===== config.mk =====
export PLATFORM = sky130hd
export DESIGN_NAME = dds_sine_generator_flat
export DESIGN_NICKNAME = d
export VERILOG_FILES = /design/src/dds_pkg.sv /design/src/dds_req_if.sv /design/src/dds_rsp_if.sv /design/src/dds_cordic.sv /design/src/dds_sine_generator.sv /design/src/flat_wrapper.sv
export SDC_FILE = /design/constraint.sdc
export NUM_CORES = 2
export LEC_CHECK = 0
export BUFFER_PORTS_ARGS = -buffer_cell sky130_fd_sc_hd__buf_4
export CAP_MARGIN = 5
export CORE_ASPECT_RATIO = 0.7
export CORE_MARGIN = 2
export CORE_UTILIZATION = 60
export DETAILED_ROUTE_END_ITERATION = 6
export HOLD_SLACK_MARGIN = 0.03
export PLACE_DENSITY = 0.87
export SLEW_MARGIN = 20
export SYNTH_ARGS = -nofsm -noshare
export SYNTH_HDL_FRONTEND = slang
export SYNTH_SLANG_ARGS = --single-unit

===== constraint.sdc =====
create_clock -name clock -period 17.4 [get_ports clock]
set_clock_uncertainty 0.15 [all_clocks]
set_input_delay 0.87 -clock clock [delete_from_list [all_inputs] [get_ports clock]]
set_output_delay 0.87 -clock clock [all_outputs]
set_load 0.05 [all_outputs]

===== src/dds_pkg.sv =====
// Shared constants, register codes and the arctangent table of the sine generator.
package dds_pkg;

   localparam int SAMPLE_BITS_DEF = 16;
   localparam int SINE_ITER_DEF   = 20;

   localparam int POS_W      = 15;
   localparam int OFFSET_W   = 16;
   localparam int CSR_DATA_W = 16;
   localparam int CSR_IDX_W  = 2;
   localparam int TURN_W     = 32;
   localparam int CORDIC_W   = 34;

   localparam logic [CSR_IDX_W-1:0] CSR_TABLE_SIZE   = 2'd0;
   localparam logic [CSR_IDX_W-1:0] CSR_PHASE_STEP   = 2'd1;
   localparam logic [CSR_IDX_W-1:0] CSR_AMPLITUDE    = 2'd2;
   localparam logic [CSR_IDX_W-1:0] CSR_PHASE_OFFSET = 2'd3;

   localparam logic [POS_W-1:0]    TABLE_SIZE_RST   = 15'd4800;
   localparam logic [POS_W-1:0]    PHASE_STEP_RST   = 15'd100;
   localparam logic [POS_W-1:0]    AMPLITUDE_RST    = 15'd16384;
   localparam logic [OFFSET_W-1:0] PHASE_OFFSET_RST = 16'd0;

   localparam logic signed [CORDIC_W-1:0] GAIN_Q30    = 34'sd652032874;
   localparam logic [30:0]                HALF_PI_Q30 = 31'd1686629713;

   typedef logic signed [CORDIC_W-1:0] cordic_word_type;

   function automatic cordic_word_type atan_q30(input logic [5:0] idx);
      cordic_word_type a;
      case (idx)
         6'd0:  a = 34'sh03243F6A8;
         6'd1:  a = 34'sh01DAC6705;
         6'd2:  a = 34'sh00FADBAFC;
         6'd3:  a = 34'sh007F56EA6;
         6'd4:  a = 34'sh003FEAB76;
         6'd5:  a = 34'sh001FFD55B;
         6'd6:  a = 34'sh000FFFAAA;
         6'd7:  a = 34'sh0007FFF55;
         6'd8:  a = 34'sh0003FFFEA;
         6'd9:  a = 34'sh0001FFFFD;
         6'd10: a = 34'sh0000FFFFF;
         6'd11: a = 34'sh00007FFFF;
         6'd12: a = 34'sh00003FFFF;
         6'd13: a = 34'sh00001FFFF;
         6'd14: a = 34'sh00000FFFF;
         6'd15: a = 34'sh000007FFF;
         6'd16: a = 34'sh000003FFF;
         6'd17: a = 34'sh000001FFF;
         6'd18: a = 34'sh000000FFF;
         6'd19: a = 34'sh0000007FF;
         6'd20: a = 34'sh0000003FF;
         6'd21: a = 34'sh0000001FF;
         6'd22: a = 34'sh0000000FF;
         6'd23: a = 34'sh00000007F;
         6'd24: a = 34'sh00000003F;
         6'd25: a = 34'sh00000001F;
         6'd26: a = 34'sh00000000F;
         6'd27: a = 34'sh000000008;
         6'd28: a = 34'sh000000004;
         6'd29: a = 34'sh000000002;
         6'd30: a = 34'sh000000001;
         default: a = '0;
      endcase
      return a;
   endfunction

endpackage


===== src/dds_req_if.sv =====
// Request channel: one tick word per sample.
interface dds_req_if;
   logic valid;
   logic ready;
   logic tick;

   modport source (output valid, output tick, input ready);
   modport sink   (input valid, input tick, output ready);
endinterface


===== src/dds_rsp_if.sv =====
// Response channel: one sample word with the position it was taken at.
interface dds_rsp_if #(
   parameter int SAMPLE_BITS = 16
);
   logic                          valid;
   logic                          ready;
   logic signed [SAMPLE_BITS-1:0] sample;
   logic [14:0]                   position;

   modport source (output valid, output sample, output position, input ready);
   modport sink   (input valid, input sample, input position, output ready);
endinterface


===== src/dds_cordic.sv =====
// Iterative CORDIC rotation, one micro-rotation per cycle.
module dds_cordic
   import dds_pkg::*;
#(
   parameter int SINE_ITERATIONS = SINE_ITER_DEF
) (
   input  logic            clock,
   input  logic            reset,
   input  logic            start,
   input  cordic_word_type z_init,
   output cordic_word_type x_out,
   output cordic_word_type y_out,
   output logic            done
);
   localparam int CNT_W = $clog2(SINE_ITERATIONS + 1);

   cordic_word_type  x_ff, x_in, y_ff, y_in, z_ff, z_in;
   logic [CNT_W-1:0] cnt_ff, cnt_in;
   logic             busy_ff, busy_in, done_ff, done_in;
   cordic_word_type  dx, dy, ang;

   always_comb begin
      dx  = y_ff >>> cnt_ff;
      dy  = x_ff >>> cnt_ff;
      ang = atan_q30(6'(cnt_ff));
      x_in    = x_ff;
      y_in    = y_ff;
      z_in    = z_ff;
      cnt_in  = cnt_ff;
      busy_in = busy_ff;
      done_in = 1'b0;
      if (start) begin
         x_in    = GAIN_Q30;
         y_in    = '0;
         z_in    = z_init;
         cnt_in  = '0;
         busy_in = 1'b1;
      end else if (busy_ff) begin
         if (!z_ff[CORDIC_W-1]) begin
            x_in = x_ff - dx;
            y_in = y_ff + dy;
            z_in = z_ff - ang;
         end else begin
            x_in = x_ff + dx;
            y_in = y_ff - dy;
            z_in = z_ff + ang;
         end
         cnt_in = cnt_ff + 1'b1;
         if (cnt_ff == CNT_W'(SINE_ITERATIONS - 1)) begin
            busy_in = 1'b0;
            done_in = 1'b1;
         end
      end
   end

   always_ff @(posedge clock) begin
      if (reset) begin
         busy_ff <= 1'b0;
         done_ff <= 1'b0;
         cnt_ff  <= '0;
      end else begin
         busy_ff <= busy_in;
         done_ff <= done_in;
         cnt_ff  <= cnt_in;
      end
      x_ff <= x_in;
      y_ff <= y_in;
      z_ff <= z_in;
   end

   assign x_out = x_ff;
   assign y_out = y_ff;
   assign done  = done_ff;
endmodule


===== src/dds_sine_generator.sv =====
// DDS sine generator top level: registers, phase sequencer, scaling and output stage.
// Each accepted tick word with tick high yields one sample word; a tick of zero is
// dropped. After its tick is accepted, the sample word passes through a bit-serial
// modulo of position and step, a bit-serial 32-bit turn division by table_size, the
// angle state, the CORDIC start, one micro-rotation per cycle and its done pulse, then
// product, scaling and output load. The next tick can be taken in the cycle after the
// output load; the output load waits while an earlier word is still held in the
// output register. One word is in flight at a time; a finished sample waits in the
// output register while the next tick is taken.
module dds_sine_generator
   import dds_pkg::*;
#(
   parameter int SAMPLE_BITS     = SAMPLE_BITS_DEF,
   parameter int SINE_ITERATIONS = SINE_ITER_DEF
) (
   input  logic                  clock,
   input  logic                  reset,
   input  logic                  csr_write,
   input  logic [CSR_IDX_W-1:0]  csr_index,
   input  logic [CSR_DATA_W-1:0] csr_data,
   dds_req_if.sink               req_chan,
   dds_rsp_if.source             rsp_chan
);
   localparam logic [2:0] S_IDLE   = 3'd0;
   localparam logic [2:0] S_MOD    = 3'd1;
   localparam logic [2:0] S_DIV    = 3'd2;
   localparam logic [2:0] S_ZMUL   = 3'd3;
   localparam logic [2:0] S_CORDIC = 3'd4;
   localparam logic [2:0] S_PROD   = 3'd5;
   localparam logic [2:0] S_SCALE  = 3'd6;
   localparam logic [2:0] S_OUT    = 3'd7;

   localparam logic signed [33:0] MAX_V = 34'sd1 <<< (SAMPLE_BITS - 1);
   localparam logic signed [33:0] MAXV  = MAX_V - 34'sd1;
   localparam logic signed [33:0] MINV  = -MAX_V;

   logic [POS_W-1:0]    table_size_ff, phase_step_ff, amplitude_ff;
   logic [OFFSET_W-1:0] phase_offset_ff;
   logic [POS_W-1:0]    phase_position_ff, phase_position_in;

   logic [2:0]          state_ff, state_in;
   logic [5:0]          cnt_ff, cnt_in;
   logic [POS_W-1:0]    ts_ff, ts_in;
   logic [POS_W-1:0]    a_sh_ff, a_sh_in, b_sh_ff, b_sh_in;
   logic [POS_W-1:0]    rem_a_ff, rem_a_in, rem_b_ff, rem_b_in;
   logic [POS_W-1:0]    div_rem_ff, div_rem_in;
   logic [TURN_W-1:0]   quo_ff, quo_in;
   logic [1:0]          quad_ff, quad_in;
   cordic_word_type     z0_ff, z0_in;
   logic signed [49:0]  prod_ff, prod_in;
   logic signed [SAMPLE_BITS-1:0] res_ff, res_in;
   logic                cordic_start;
   cordic_word_type     cx, cy, s_sel;
   logic                cordic_done;

   logic                rsp_valid_ff, rsp_valid_in;
   logic signed [SAMPLE_BITS-1:0] rsp_sample_ff, rsp_sample_in;
   logic [POS_W-1:0]    rsp_pos_ff, rsp_pos_in;

   logic [15:0]         ra_sh, rb_sh, dr_sh;
   logic                ra_ge, rb_ge, dr_ge;
   logic [TURN_W-1:0]   turn;
   logic [60:0]         zprod;
   logic [49:0]         mag;
   logic [7:0]          fr;
   logic [19:0]         ip;
   logic [19:0]         ip_r;
   logic signed [33:0]  val;
   logic [15:0]         next_sum;
   logic                out_load;

   dds_cordic #(.SINE_ITERATIONS(SINE_ITERATIONS)) u_cordic (
      .clock  (clock),
      .reset  (reset),
      .start  (cordic_start),
      .z_init (z0_ff),
      .x_out  (cx),
      .y_out  (cy),
      .done   (cordic_done)
   );

   // configuration registers
   always_ff @(posedge clock) begin
      if (reset) begin
         table_size_ff   <= TABLE_SIZE_RST;
         phase_step_ff   <= PHASE_STEP_RST;
         amplitude_ff    <= AMPLITUDE_RST;
         phase_offset_ff <= PHASE_OFFSET_RST;
      end else if (csr_write) begin
         case (csr_index)
            CSR_TABLE_SIZE:   table_size_ff   <= csr_data[POS_W-1:0];
            CSR_PHASE_STEP:   phase_step_ff   <= csr_data[POS_W-1:0];
            CSR_AMPLITUDE:    amplitude_ff    <= csr_data[POS_W-1:0];
            CSR_PHASE_OFFSET: phase_offset_ff <= csr_data;
            default: ;
         endcase
      end
   end

   assign req_chan.ready = (state_ff == S_IDLE);

   always_comb begin
      // restoring remainder steps, one dividend bit per cycle
      ra_sh = {rem_a_ff, a_sh_ff[POS_W-1]};
      rb_sh = {rem_b_ff, b_sh_ff[POS_W-1]};
      dr_sh = {div_rem_ff, 1'b0};
      ra_ge = ra_sh >= {1'b0, ts_ff};
      rb_ge = rb_sh >= {1'b0, ts_ff};
      dr_ge = dr_sh >= {1'b0, ts_ff};

      turn  = quo_ff + {phase_offset_ff, 16'd0};
      zprod = {1'b0, turn[29:0]} * {30'd0, HALF_PI_Q30};

      case (quad_ff)
         2'd0:    s_sel = cy;
         2'd1:    s_sel = cx;
         2'd2:    s_sel = -cy;
         default: s_sel = -cx;
      endcase

      mag  = prod_ff[49] ? 50'(-prod_ff) : 50'(prod_ff);
      fr   = mag[29:22];
      ip   = mag[49:30];
      ip_r = (({4'd0, fr} * 12'd10) > 12'd768) ? ip + 20'd1 : ip;
      val  = prod_ff[49] ? -$signed({14'd0, ip_r}) : $signed({14'd0, ip_r});
      if (val > MAXV)      res_in = MAXV[SAMPLE_BITS-1:0];
      else if (val < MINV) res_in = MINV[SAMPLE_BITS-1:0];
      else                 res_in = val[SAMPLE_BITS-1:0];

      next_sum = {1'b0, rem_a_ff} + {1'b0, rem_b_ff};
      out_load = (state_ff == S_OUT) && (!rsp_valid_ff || rsp_chan.ready);

      state_in          = state_ff;
      cnt_in            = cnt_ff;
      ts_in             = ts_ff;
      a_sh_in           = a_sh_ff;
      b_sh_in           = b_sh_ff;
      rem_a_in          = rem_a_ff;
      rem_b_in          = rem_b_ff;
      div_rem_in        = div_rem_ff;
      quo_in            = quo_ff;
      quad_in           = quad_ff;
      z0_in             = z0_ff;
      prod_in           = prod_ff;
      cordic_start      = 1'b0;
      phase_position_in = phase_position_ff;
      rsp_valid_in      = rsp_valid_ff && !rsp_chan.ready;
      rsp_sample_in     = rsp_sample_ff;
      rsp_pos_in        = rsp_pos_ff;

      case (state_ff)
         S_IDLE: begin
            if (req_chan.valid && req_chan.tick) begin
               ts_in    = (table_size_ff == '0) ? POS_W'(1) : table_size_ff;
               a_sh_in  = phase_position_ff;
               b_sh_in  = phase_step_ff;
               rem_a_in = '0;
               rem_b_in = '0;
               cnt_in   = '0;
               state_in = S_MOD;
            end
         end
         S_MOD: begin
            rem_a_in = ra_ge ? POS_W'(ra_sh - {1'b0, ts_ff}) : ra_sh[POS_W-1:0];
            rem_b_in = rb_ge ? POS_W'(rb_sh - {1'b0, ts_ff}) : rb_sh[POS_W-1:0];
            a_sh_in  = {a_sh_ff[POS_W-2:0], 1'b0};
            b_sh_in  = {b_sh_ff[POS_W-2:0], 1'b0};
            cnt_in   = cnt_ff + 6'd1;
            if (cnt_ff == 6'(POS_W - 1)) begin
               div_rem_in = rem_a_in;
               quo_in     = '0;
               cnt_in     = '0;
               state_in   = S_DIV;
            end
         end
         S_DIV: begin
            div_rem_in = dr_ge ? POS_W'(dr_sh - {1'b0, ts_ff}) : dr_sh[POS_W-1:0];
            quo_in     = {quo_ff[TURN_W-2:0], dr_ge};
            cnt_in     = cnt_ff + 6'd1;
            if (cnt_ff == 6'(TURN_W - 1)) state_in = S_ZMUL;
         end
         S_ZMUL: begin
            quad_in  = turn[31:30];
            z0_in    = CORDIC_W'(zprod[60:30]);
            state_in = S_CORDIC;
         end
         S_CORDIC: begin
            // start pulse on entry; z0 is already registered
            cordic_start = (cnt_ff != 6'd0);
            cnt_in       = '0;
            if (cordic_done) state_in = S_PROD;
         end
         S_PROD: begin
            prod_in  = $signed({1'b0, amplitude_ff}) * s_sel;
            state_in = S_SCALE;
         end
         S_SCALE: begin
            state_in = S_OUT;
         end
         S_OUT: begin
            if (out_load) begin
               rsp_valid_in      = 1'b1;
               rsp_sample_in     = res_ff;
               rsp_pos_in        = rem_a_ff;
               phase_position_in = (next_sum >= {1'b0, ts_ff}) ?
                                   POS_W'(next_sum - {1'b0, ts_ff}) : next_sum[POS_W-1:0];
               state_in          = S_IDLE;
            end
         end
         default: state_in = S_IDLE;
      endcase
   end

   always_ff @(posedge clock) begin
      if (reset) begin
         state_ff          <= S_IDLE;
         cnt_ff            <= '0;
         phase_position_ff <= '0;
         rsp_valid_ff      <= 1'b0;
      end else begin
         state_ff          <= state_in;
         cnt_ff            <= cnt_in;
         phase_position_ff <= phase_position_in;
         rsp_valid_ff      <= rsp_valid_in;
      end
      ts_ff         <= ts_in;
      a_sh_ff       <= a_sh_in;
      b_sh_ff       <= b_sh_in;
      rem_a_ff      <= rem_a_in;
      rem_b_ff      <= rem_b_in;
      div_rem_ff    <= div_rem_in;
      quo_ff        <= quo_in;
      quad_ff       <= quad_in;
      z0_ff         <= z0_in;
      prod_ff       <= prod_in;
      res_ff        <= res_in;
      rsp_sample_ff <= rsp_sample_in;
      rsp_pos_ff    <= rsp_pos_in;
   end

   assign rsp_chan.valid    = rsp_valid_ff;
   assign rsp_chan.sample   = rsp_sample_ff;
   assign rsp_chan.position = rsp_pos_ff;

   a_next_pos_in_range: assert property (@(posedge clock) disable iff (reset)
      out_load |=> phase_position_ff < ts_ff)
      else $error("next position not below table size");

   a_div_rem_bound: assert property (@(posedge clock) disable iff (reset)
      state_ff == S_DIV |-> div_rem_ff < ts_ff)
      else $error("turn division remainder out of range");

   a_cordic_done_state: assert property (@(posedge clock) disable iff (reset)
      cordic_done |-> state_ff == S_CORDIC)
      else $error("CORDIC finished outside its phase");

   a_out_pos: assert property (@(posedge clock) disable iff (reset)
      out_load |=> rsp_chan.valid && rsp_chan.position == $past(rem_a_ff))
      else $error("response word lost its position");
endmodule


===== src/flat_wrapper.sv =====
// flat-port wrapper written by rule: the top's interface ports become plain ports
module dds_sine_generator_flat import dds_pkg::*;
#(
   parameter int SAMPLE_BITS     = SAMPLE_BITS_DEF,
   parameter int SINE_ITERATIONS = SINE_ITER_DEF
)
  (clock, reset, csr_write, csr_index, csr_data, req_chan_valid, req_chan_tick, req_chan_ready, rsp_chan_valid, rsp_chan_sample, rsp_chan_position, rsp_chan_ready);
  dds_req_if req_chan_i ();
  dds_rsp_if #(.SAMPLE_BITS(SAMPLE_BITS)) rsp_chan_i ();
  input  logic clock;
  input  logic reset;
  input  logic csr_write;
  input  logic [CSR_IDX_W-1:0] csr_index;
  input  logic [CSR_DATA_W-1:0] csr_data;
  input wire logic [$bits(req_chan_i.valid)-1:0] req_chan_valid;
  input wire logic [$bits(req_chan_i.tick)-1:0] req_chan_tick;
  output wire logic [$bits(req_chan_i.ready)-1:0] req_chan_ready;
  output wire logic [$bits(rsp_chan_i.valid)-1:0] rsp_chan_valid;
  output wire logic [$bits(rsp_chan_i.sample)-1:0] rsp_chan_sample;
  output wire logic [$bits(rsp_chan_i.position)-1:0] rsp_chan_position;
  input wire logic [$bits(rsp_chan_i.ready)-1:0] rsp_chan_ready;
  assign req_chan_i.valid = req_chan_valid;
  assign req_chan_i.tick = req_chan_tick;
  assign req_chan_ready = req_chan_i.ready;
  assign rsp_chan_valid = rsp_chan_i.valid;
  assign rsp_chan_sample = rsp_chan_i.sample;
  assign rsp_chan_position = rsp_chan_i.position;
  assign rsp_chan_i.ready = rsp_chan_ready;
  dds_sine_generator #(.SAMPLE_BITS(SAMPLE_BITS), .SINE_ITERATIONS(SINE_ITERATIONS)) u_core (.clock(clock), .reset(reset), .csr_write(csr_write), .csr_index(csr_index), .csr_data(csr_data), .req_chan(req_chan_i), .rsp_chan(rsp_chan_i));
endmodule

# Word-level counts from Yosys, hierarchy flattened
# Memories as Yosys holds them, arrays and structs flattened. A register that Yosys moved wholly into a read port is not among the register bits.
# Index checks and enable logic that the tools add are counted.
[totals] rom_bits=960 latchBits=0 ram_bits=0 in_bits=24 out_inout_bits=33 register_bits=447 memories=1 elab_cells=151
[mem_list] name="(no name shown)" words=32 width=30 read_ports=1 rd_clocked_by_memory_dff=1 wr=0 line_no="dds_pkg.sv:31" rtl="case (idx)"
[classes] eq_ne=20 addsub=19 bitwise=1 order_cmp=7 div_mod_pow=0 reduce_logical=27 shifts=2 mul=3 n_mux=43
[op_table] operator="34-bit 2-to-1 mux" n=5
[op_table] operator="15-bit case mux with 2 select lines" n=5
[op_table] operator="15-bit 2-to-1 mux" n=8
[op_table] operator="34-bit adder" n=3
[op_table] operator="34-bit case mux with 3 select lines" n=1
[op_table] operator="34-bit subtractor" n=3
[op_table] operator="34-bit negation" n=2
[op_table] operator="34-bit by 5-bit >>> shifter with 34-bit output" n=2
[op_table] operator="16-bit by 15-bit >= comparator with 1-bit output" n=4
[op_table] operator="32-bit case mux with 2 select lines" n=1
[op_table] operator="30-bit by 31-bit multiplier with 61-bit output, second input constant" n=1
[op_table] operator="15-bit subtractor" n=4
[op_table] operator="16-bit by 34-bit multiplier with 50-bit output" n=1
[op_table] operator="50-bit 2-to-1 mux" n=1
[op_table] operator="50-bit negation" n=1
[op_table] operator="34-bit by 16-bit > comparator with 1-bit output, second input constant" n=1
[op_table] operator="34-bit by 16-bit less-than comparator with 1-bit output, second input constant" n=1
[op_table] operator="20-bit negation with 34-bit output" n=1
[op_table] operator="32-bit adder" n=1
[op_table] operator="32-bit 2-to-1 mux" n=1
[op_table] operator="31-bit 2-to-1 mux" n=1
[op_table] operator="3-bit case mux with 8 select lines" n=1
[op_table] operator="6-bit case mux with 4 select lines" n=1
[op_table] operator="20-bit by 1-bit adder with 20-bit output, second input constant" n=1
[op_table] operator="35 further kinds" n=71

# Longest topological paths before layout
[depth] depth_word=9 depth_mapped=41 ltp_nobuf=41

# Modules after synthesis
# Synthesis repeated with hierarchy kept, for this count alone.
[hier_totals] hier_cells=7606 hier_area_um2=69485.4
[by_module_without_submodules] module="dds_sine_generator" n_inst=1 seq_area_each_um2=9128.8 cells_per_inst=5506 area_each_um2=51888.5
[by_module_without_submodules] module="dds_cordic" n_inst=1 seq_area_each_um2=3123.0 cells_per_inst=2100 area_each_um2=17596.9

# Least setup slack after synthesis
# Ideal clock, no wire load.
[synth_timing] path_type="register to register" start="register u_core.quo_ff[17]" end="register u_core.z0_ff[30] (data pin)" t_arrival_ns=9.708 t_required_ns=16.990 path_buffers=0 synth_period_minus_slack_ns=10.118 setup_slack_ns=7.282 stages_incl_launch_ff=38 setup_time_ns=0.260 cell_sequence="edfxtp_1 ha_1 a21o_1 a21oi_1 o21bai_1 a21oi_1 o21bai_1 a21oi_1 o21bai_1 a21oi_1 o21ai_0 a21o_1 a21o_1 xor2_1 ha_1 xor2_1 ha_1 a21o_1 (+2 left out) fa_1 fa_1 fa_1 ha_1 ha_1 a21o_1 a21o_1 a22o_1 a311oi_1 a21oi_1 a22oi_1 o311ai_0 a21o_1 o21a_1 and3_1 or3_1 a21o_1 xnor2_1"
[synth_via] elab_chain_len=2
[synth_lines] item="start, declared" line_no="dds_sine_generator.sv:47" rtl="logic [TURN_W-1:0] quo_ff, quo_in;"
[synth_lines] item="start signal, assigned" line_no="dds_sine_generator.sv:232" rtl="quo_ff <= quo_in;"
[synth_lines] item="32-bit adder" line_no="dds_sine_generator.sv:111" rtl="turn = quo_ff + {phase_offset_ff, 16'd0};"
[synth_lines] item="30-bit by 31-bit multiplier with 61-bit output" line_no="dds_sine_generator.sv:112" rtl="zprod = {1'b0, turn[29:0]} * {30'd0, HALF_PI_Q30};"
[synth_lines] item="named net u_core.zprod[60]" line_no="dds_sine_generator.sv:63" rtl="logic [60:0] zprod;"
[synth_lines] item="end signal, assigned" line_no="dds_sine_generator.sv:234" rtl="z0_ff <= z0_in;"
[synth_lines] item="end, declared" line_no="dds_sine_generator.sv:49" rtl="cordic_word_type z0_ff, z0_in;"
# The timed path passes the listed nets, and every way through them passes these cells.
# A chain may end at the register's enable or synchronous reset.

# Worst setup path in the final report
[layout_timing] start="register u_core.quo_ff[16]" end="register u_core.z0_ff[30] (data pin)"
# Same word-level chain as after synthesis.

==> results.json <==
{
  "setup_tns_ps": 0,
  "holdBufCountCts": 0,
  "crit_path_end_kind": "flop",
  "hold_path.class": "flop to flop",
  "timing.fmax_mhz": 90.3,
  "reg2reg_from": "u_core.quo_ff[16]",
  "synth_seq_cells": 477,
  "arrival_ps": 11270,
  "grt_first_pass_wirelength_mm": 288,
  "start_util_pct": 60.9,
  "drive_above_1_share_pct": 5.81,
  "r2r-end": "u_core.z0_ff[30]",
  "slowest_delay_ps": 550,
  "syn2layout_area_growth_pct": 5.32,
  "hold_violations": 0,
  "fin_crit_ps": 11070,
  "core_mm2": 0.109,
  "use_met2_pct": 49.0,
  "violations": "design-rule violations",
  "pin_count": 57,
  "outcome": "finished, violations left",
  "die_w_um": 401,
  "tightestPinTransition_ps": 1130,
  "worst-path-stages": 36,
  "avgSynthCellArea_um2": 9.07,
  "crit_path_frequent_cell": "fa_1",
  "worstPathRequired_ps": 17600,
  "pre_cts_ws_ps": 6480,
  "yosysTopAreaCell": "fa_1",
  "drc": 6,
  "drtIter0Drc": 5378,
  "clock_latency_ps": 680,
  "cap_violations": 0,
  "die_h_um": 282,
  "htree_levels": 2,
  "worst-path-buf-inv": 2,
  "timing.final.ws_setup_ps": 6330,
  "crit_end": "u_core.z0_ff[30]",
  "ys_async_sr_fraction_pct": 0,
  "root_buffer": "clkbuf_16",
  "dp.final_hpwl_mm": 138,
  "antenna_found_initial": 2,
  "crit_family": "adder cells",
  "vias": 53300,
  "dieArea_mm2": 0.113,
  "grt_pass1_vias": 54100,
  "startpoint_type": "flop",
  "use_met1_pct": 44.3,
  "post-cts-setup-buffers": 0,
  "clkSlewWorstSetupHoldPaths_ps": 70,
  "ant_nets": 0,
  "yosysMostFrequentCell": "inv_1",
  "syn-num-nets": 8847,
  "timing.final.crit_share_pct": 63.6,
  "numCtsBuffers": 53,
  "ys_types": 92,
  "seq_area_frac_synth_pct": 18.5,
  "cp_max_fo": 8,
  "synth_commonest_cells": "1,122 x inv_1, 901 x nand2_1, 813 x fa_1",
  "rows": 101,
  "grt_use_met3_pct": 8.39,
  "netlist_instances": 7312,
  "setup_viol": 0,
  "overflow": 0,
  "grt_max_degree": 82,
  "drv_slew": 0,
  "io_buffers": 56,
  "vias_per_cell": 6.15,
  "cts.sinks": 477,
  "grt_setup_unrepaired": "no",
  "synth_top_area_share_pct": 24.6,
  "syn-cell-area_mm2": 0.0663,
  "crit_path_start": "u_core.quo_ff[16]",
  "synthTopCellsByArea": "fa_1 25%, ha_1 13%, edfxtp_1 12%, inv_1 6.4%, dfxtp_1 6.3%",
  "grt_use_total_pct": 31.7,
  "nets": 8718,
  "slew_headroom_pct": 22.9,
  "crit_type": "flop to flop",
  "first_pass_iters": 7,
  "rr_worst_depth": 36,
  "synth_ff_type": "edfxtp_1",
  "synth_edf_count": 270,
  "rrSetupSlack_ps": 6330,
  "yosysWarnings": 0,
  "cts_resized": 0,
  "drt-wirelength-per-cell_um": 20.6,
  "globalplace.congestion": 0.979,
  "tritoncts": "done",
  "clock_path_buffers": 3,
  "drt_wl_total_mm": 179,
  "busiest_layer": "met2",
  "slowest_stage": "fa_1"
}
-- final cells by class --
| class | instances | area, µm² |
|---|---|---|
| clock buffers | 72 | 1500 |
| repair buffers | 142 | 1070 |
| multi-input cells | 5381 | 48600 |
| clock inverters | 28 | 300 |
| flip-flops and latches | 477 | 12300 |
| fillers | 8431 | 39100 |
| well taps | 1442 | 1800 |
| inverters | 1128 | 4230 |
| diodes | 2 | 5.00 |
-- layout by cell type, fill, tap and decap left out, drive strengths merged, types with 207 or more instances in the layout --
cell	synthesis	layout
xnor2	275	275
inv	1125	1137
ha	698	698
nor2	453	453
edfxtp	270	270
a21oi	407	407
nand2	901	901
o21ai	266	266
fa	813	813
dfxtp	207	207
-- worst register-to-register path: cells and delay by family, from the launching register on --
kind | cells | cell delay (ps)
flops | 1 | 410
compound gates | 17 | 3780
buf+inv | 2 | 180
fa+ha+maj | 11 | 4800
simple gates | 4 | 830
xor+xnor | 2 | 640
-- cell families (layout without fill, tap and decap cells) --
| logic type | Yosys count | count (layout) | synth area share (%) |
|---|---|---|---|
| adder cells (fa/ha/maj) | 1511 | 1511 | 37.7 |
| AO/OA/AOI/OAI | 1161 | 1161 | 10.9 |
| other | 0 | 2 | 0 |
| XOR/XNOR | 447 | 447 | 5.93 |
| flip-flops | 477 | 477 | 18.5 |
| AND/OR/NAND/NOR | 2091 | 2091 | 14.6 |
| buffers and inverters | 1454 | 1370 | 8.29 |
| multiplexers | 171 | 171 | 4.13 |
-- state kept, by name (all words and copies together) (netlist names), 16 cells and up --
register and flops:
u_core.phase_offset_ff 16, u_core.prod_ff 50, u_core.quo_ff 32, u_core.res_ff 16
u_core.rsp_chan.sample 16, u_core.u_cordic.ang 30, u_core.u_cordic.x_out 34, u_core.u_cordic.y_out 34
u_core.u_cordic.z_ff 34, u_core.z0_ff 31
-- per-layer routing --
layer | part of all wire (%) | routed length (µm)
met5 | 0.044 | 78
met4 | 2.9 | 5120
met3 | 12 | 21800
met2 | 43 | 77600
met1 | 41 | 74100
-- worst min-delay path by stage --
stage                           start                         end  slack (ps)  depth (start not counted)
detailed placement   u_core.res_ff[1]   u_core.rsp_chan.sample[1]         240                          0
finish               u_core.res_ff[4]   u_core.rsp_chan.sample[4]         260                          0
global placement     u_core.res_ff[1]   u_core.rsp_chan.sample[1]         240                          0
floorplan            u_core.res_ff[0]   u_core.rsp_chan.sample[0]         240                          0
CTS                  u_core.res_ff[4]   u_core.rsp_chan.sample[4]         260                          0
global route        u_core.res_ff[13]  u_core.rsp_chan.sample[13]         260                          0
-- stage by stage --
stage	utilization, %	cell area [µm²]	hold slack, ps	std cells
CTS	64.1	69800	255	8670
floorplan	-	66300	236	7312
global placement	62.4	68000	240	8570
global route	64.1	69800	260	8670
finish	64.1	69800	256	8672
detailed placement	62.4	68000	239	8570
Power is left out: the tool's default activity adds up to more than one toggle a clock period on the data nets, which glitch-free logic cannot reach.
